### config.mk
export PLATFORM = sky130hd
export DESIGN_NAME = r2y_color_matrix
export DESIGN_NICKNAME = d
export VERILOG_FILES = /design/src/rtl/r2y_pkg.sv /design/src/rtl/r2y_color_matrix.sv
export SDC_FILE = /design/constraint.sdc
export NUM_CORES = 1
export LEC_CHECK = 0
export BUFFER_PORTS_ARGS = -buffer_cell sky130_fd_sc_hd__clkbuf_2
export CORE_MARGIN = 2
export CORE_UTILIZATION = 45
export DETAILED_ROUTE_END_ITERATION = 6
export GPL_TIMING_DRIVEN = 0
export PLACE_DENSITY_LB_ADDON = 0.1
export SLEW_MARGIN = 20
export SYNTH_ARGS = -nofsm -noshare
export SYNTH_HDL_FRONTEND = slang
export SYNTH_SLANG_ARGS = --single-unit
### constraint.sdc
create_clock -name vclk -period 12.1
set_clock_uncertainty 0.05 [all_clocks]
set_input_delay 0.605 -clock vclk [all_inputs]
set_output_delay 0.605 -clock vclk [all_outputs]
set_load 0.005 [all_outputs]
### src/rtl/r2y_pkg.sv
// Types and constants of the RGB to YUV 4:2:0 converter.
`timescale 1ns / 1ps
package r2y_pkg;

  localparam int PIX_W     = 8;
  localparam int CFG_W     = 12;
  localparam int CFG_IDX_W = 1;
  localparam int ROW_W     = 11;

  localparam logic [CFG_IDX_W-1:0] REG_IMAGE_WIDTH  = 1'b0;
  localparam logic [CFG_IDX_W-1:0] REG_FRAME_HEIGHT = 1'b1;

  localparam logic [CFG_W-1:0] WIDTH_RESET  = 12'd640;
  localparam logic [CFG_W-1:0] HEIGHT_RESET = 12'd480;
  localparam logic [CFG_W-1:0] MIN_DIM      = 12'd2;
  localparam logic [CFG_W-1:0] MAX_HEIGHT   = 12'd2048;

  // Luma weights, all positive.
  localparam logic [14:0] Y_R = 15'd9796;
  localparam logic [14:0] Y_G = 15'd19235;
  localparam logic [14:0] Y_B = 15'd3736;

  // Chroma weights, signed.
  localparam logic signed [15:0] U_R = -16'sd4784;
  localparam logic signed [15:0] U_G = -16'sd9437;
  localparam logic signed [15:0] U_B = 16'sd14221;
  localparam logic signed [15:0] V_R = 16'sd20218;
  localparam logic signed [15:0] V_G = -16'sd16941;
  localparam logic signed [15:0] V_B = -16'sd3277;

  localparam int LUMA_SHIFT   = 15;
  localparam int CHROMA_SHIFT = 17;
  localparam logic [PIX_W-1:0] CHROMA_OFFSET = 8'd32;

  typedef struct packed {
    logic [PIX_W-1:0] blue;
    logic [PIX_W-1:0] green;
    logic [PIX_W-1:0] red;
  } pixel_t;

  typedef struct packed {
    logic [PIX_W-1:0] luma;
    logic             chroma_valid;
    logic [PIX_W-1:0] cb_value;
    logic [PIX_W-1:0] cr_value;
    logic             frame_end;
  } result_t;

  typedef struct packed {
    logic [PIX_W-1:0] luma;
    logic [PIX_W-1:0] term_u;
    logic [PIX_W-1:0] term_v;
  } color_terms_t;

endpackage

### src/rtl/r2y_color_matrix.sv
// Color matrix: luma and the per-pixel chroma terms of one RGB pixel.
`timescale 1ns / 1ps
module r2y_color_matrix import r2y_pkg::*; (
  input  pixel_t       pixel,
  output color_terms_t terms
);

  logic [22:0]        y_sum;
  logic signed [8:0]  r_s;
  logic signed [8:0]  g_s;
  logic signed [8:0]  b_s;
  logic signed [24:0] u_sum;
  logic signed [24:0] v_sum;
  logic signed [24:0] u_q;
  logic signed [24:0] v_q;

  assign y_sum = 23'(Y_R) * 23'(pixel.red) + 23'(Y_G) * 23'(pixel.green)
               + 23'(Y_B) * 23'(pixel.blue);

  assign r_s = $signed({1'b0, pixel.red});
  assign g_s = $signed({1'b0, pixel.green});
  assign b_s = $signed({1'b0, pixel.blue});

  assign u_sum = 25'(U_R) * 25'(r_s) + 25'(U_G) * 25'(g_s) + 25'(U_B) * 25'(b_s);
  assign v_sum = 25'(V_R) * 25'(r_s) + 25'(V_G) * 25'(g_s) + 25'(V_B) * 25'(b_s);

  // The arithmetic shift rounds toward minus infinity; only the low byte matters.
  assign u_q = u_sum >>> CHROMA_SHIFT;
  assign v_q = v_sum >>> CHROMA_SHIFT;

  assign terms.luma   = y_sum[LUMA_SHIFT +: PIX_W];
  assign terms.term_u = u_q[PIX_W-1:0] + CHROMA_OFFSET;
  assign terms.term_v = v_q[PIX_W-1:0] + CHROMA_OFFSET;

endmodule

# Yosys cells after proc, flatten, opt, wreduce, memory -nomap -nowiden
# Cells that the tools add are included.
[word_totals]
regBits = 0
latch_bits = 0
ramBits = 0
romBits = 0
output_inout_bits = 24
mem_count = 0
[op_classes]
addsub = 8
mul = 9
div = 0
order_cmp = 0
n_eq_ne = 0
shifts = 0
n_mux = 0
n_bitwise = 0
reduce_logical = 0
[ops]
columns = ["cell", "n"]
rows = [
  ["$mul 14x8->22 const A", 2],
  ["$add 23x24->25", 1],
  ["$add 24x25->25", 1],
  ["$add 25x22->25", 1],
  ["$add 25x23->25", 1],
  ["$mul 16x9->25 const A", 1],
  ["$mul 15x9->24 const A", 1],
  ["$add 22x23->23", 1],
  ["$add 23x20->23", 1],
  ["$mul 15x8->23 const A", 1],
  ["$mul 13x9->22 const A", 1],
  ["$mul 12x8->20 const A", 1],
  ["$mul 10x9->19 const A", 1],
  ["$mul 9x8->17 const A", 1],
  ["$add 8x6->8 const B", 2],
]

# Longest topological paths before layout
[logic_depth]
depth_word = 4
depth_mapped = 37
ltp_nobuf = 37

# Worst setup path after synthesis
# OpenSTA, ideal clock, no wires.
[synth_path]
path_type = "input -> output"
startpoint = "input port pixel[5] (netlist bit)"
endpoint = "output port terms[7] (netlist bit)"
t_arrival_ns = 9.121
path_slack_ns = 2.324
cell_stages = 36
path_cell_list = "fa_1 > inv_1 > fa_1 > inv_1 > fa_1 > inv_1 > fa_1 > inv_1 > ha_1 > or3_1 > a311o_1 > a41oi_2 > nor2_1 > o41ai_2 > xnor2_1 > fa_1 > inv_1 > fa_1 > fa_1 > fa_1 > inv_1 > ha_1 > nand3_1 > o221ai_1 > a31o_2 > nor3_1 > a21oi_1 > mux2i_1 > or2_2 > ha_1 > xnor2_1 > xnor2_1 > xnor2_1 > xnor2_1 > nor4_1 > a311oi_1"
[synth_rtl]
columns = ["item", "line", "source"]
rows = [
  ["start, declared", "r2y_color_matrix.sv:4", "input pixel_t pixel,"],
  ["end, declared", "r2y_color_matrix.sv:5", "output color_terms_t terms"],
]

==> out/qor.yml <==
outcome: "complete, no violations"
drive_gt1_share_pct: 3.79
cp.depth: 35
yosysWarnings: 0
routed_via_density: 5.08
first_pass_iters: 5
io_pins: 48
die_w_um: 206
register_area_um2: 0
max_stage_delay_ns: 0.63
syn_area_per_cell_um2: 9.57
cp_slowest_cell: "fa_1"
cap_viol_max_count: 0
syn_inst: 1929
hold_class: "primary input to output pin"
finalSetupViolations: 0
initial_core_util_pct: 45.4
final_cell_mix: "inv_1, ha_1, fa_1, nor2_1, a21oi_1"
dieArea_um2: 42600
required_ns: 11.44
cts_setup_buffers: 0
endpoint_kind: "output pin"
finalCritPeriodShare_pct: 93.8
seq_cells: 0
finalWirelength_mm: 48.3
synth_area_um2: 18500
rows: 74
n_clock_buffer: 0
fin_crit_ns: 11.35
synth-seq-area-share_pct: 0
path_common_cell: "fa_1"
grt_use_total_pct: 24.0
max_slew_margin_pct: 41.5
ant_nets: 0
antenna_found_initial: 0
io_buffers: 48
final_nets: 2789
grt_pass1_wl_mm: 76.2
placed_cell_area_um2: 19400
crit_fanout: 11
timing.fmax_mhz: 88.1
cts_resized: 0
core_area_um2: 40600
whs_ns: 2.19
grt_max_degree: 16
critPathLaunch: "pixel[3]"
cts_hold_buf: 0
syn_nets: 2739
synthToLayoutAreaGrowth_pct: 4.91
drcViolationCount: 0
drt_iter0_markers: 528
grt_pass1_vias: 13600
fin_area_um2: 19400
worst_slew_pin_slew_ns: 0.872
crit_buf_inv: 5
maxSlewViolCount: 0
rsz0062_at_grt: "false"
endpoint: "terms[7]"
vias: 12800
worstSetupPathType: "primary input to output pin"
place.gp.congestion: 0.907
die_h_um: 206
cp.arrival_ns: 10.69
final_common_cell: "inv_1"
grt_overflow: 0
antenna_cells: 0
drt-wirelength-per-cell_um: 19.2
yosysUniqueCellTypes: 66
final.setup.tns_ns: 0
hold_viol: 0
crit_family: "adder cells"
start_kind: "primary input"
hpwl_mm: 43.6
[metrics by stage]
stage          cells  setup slack, ns  utilization (%)
2_1_floorplan   1929             2.32                -
3_3_place_gp    2509            0.854             47.6
3_5_place_dp    2509            0.742             47.6
4_1_cts         2509            0.691             47.6
5_1_grt         2509            0.188             47.6
6_report        2509            0.752             47.6
[area by class of cell]
class / count / area [um^2]
repair buffers: 48 / 240
well taps: 532 / 666
multi-input cells: 1325 / 16200
fillers: 3935 / 21300
plain buffers: 1 / 3.75
inverters: 603 / 2260
[worst min-delay path by stage]
stage	slack, ns	depth (start not counted)	endpoint	start
CTS	2.22	8	terms[23]	pixel[15]
floorplan	1.57	4	terms[17]	pixel[16]
global placement	2.21	8	terms[23]	pixel[15]
detailed placement	2.21	8	terms[23]	pixel[15]
global route	2.34	8	terms[23]	pixel[15]
finish	2.19	8	terms[23]	pixel[15]
[synth_stat cells (7+ instances only)]
library cell	n	area (um^2)
a21o_1	22	165
nor2_1	66	248
ha_1	402	5030
nand2_1	35	131
and3_1	8	50.1
xor2_1	31	272
nand2b_1	7	43.8
nor2b_1	12	75.1
fa_1	384	7690
nor3_1	17	85.1
a21oi_1	65	325
nand4_1	8	50.1
or2_2	13	81.3
inv_1	603	2260
o21ai_0	35	175
o21a_1	16	120
a31oi_1	8	50.1
or3_1	7	43.8
a211oi_1	9	67.6
nand3_1	19	95.1
xnor2_1	63	552
[layer usage]
layer	vias up	routed length, um	track usage, %
met4	0	912	3.34
met5	-	0	0
li1	6131	-	-
met2	200	22800	40.3
met1	6387	22600	34.0
met3	34	2000	2.93
[logic make-up (layout without fill, tap and decap cells)]
logic type / count (synthesis) / count (layout) / share of synthesized area [%]
muxes: 5 / 5 / 0.271
xor gates and xnor gates: 94 / 94 / 4.46
and+or+nand+nor: 214 / 214 / 5.75
adders and majority gates: 786 / 786 / 68.9
buffers and inverters: 604 / 652 / 12.3
AOI/OAI and AO/OA: 226 / 226 / 8.31
[tightest hold or removal path, stage by stage]
cell      delay [ns]
clkbuf_2        0.20
inv_1           0.15
fa_1            0.20
xor2_1          0.11
nor2_1          0.09
a22oi_1         0.07
o211ai_1        0.08
clkbuf_2        0.11
Power is not shown: default switching activity piles up to over one toggle a cycle in this logic, so the estimate is an artifact.
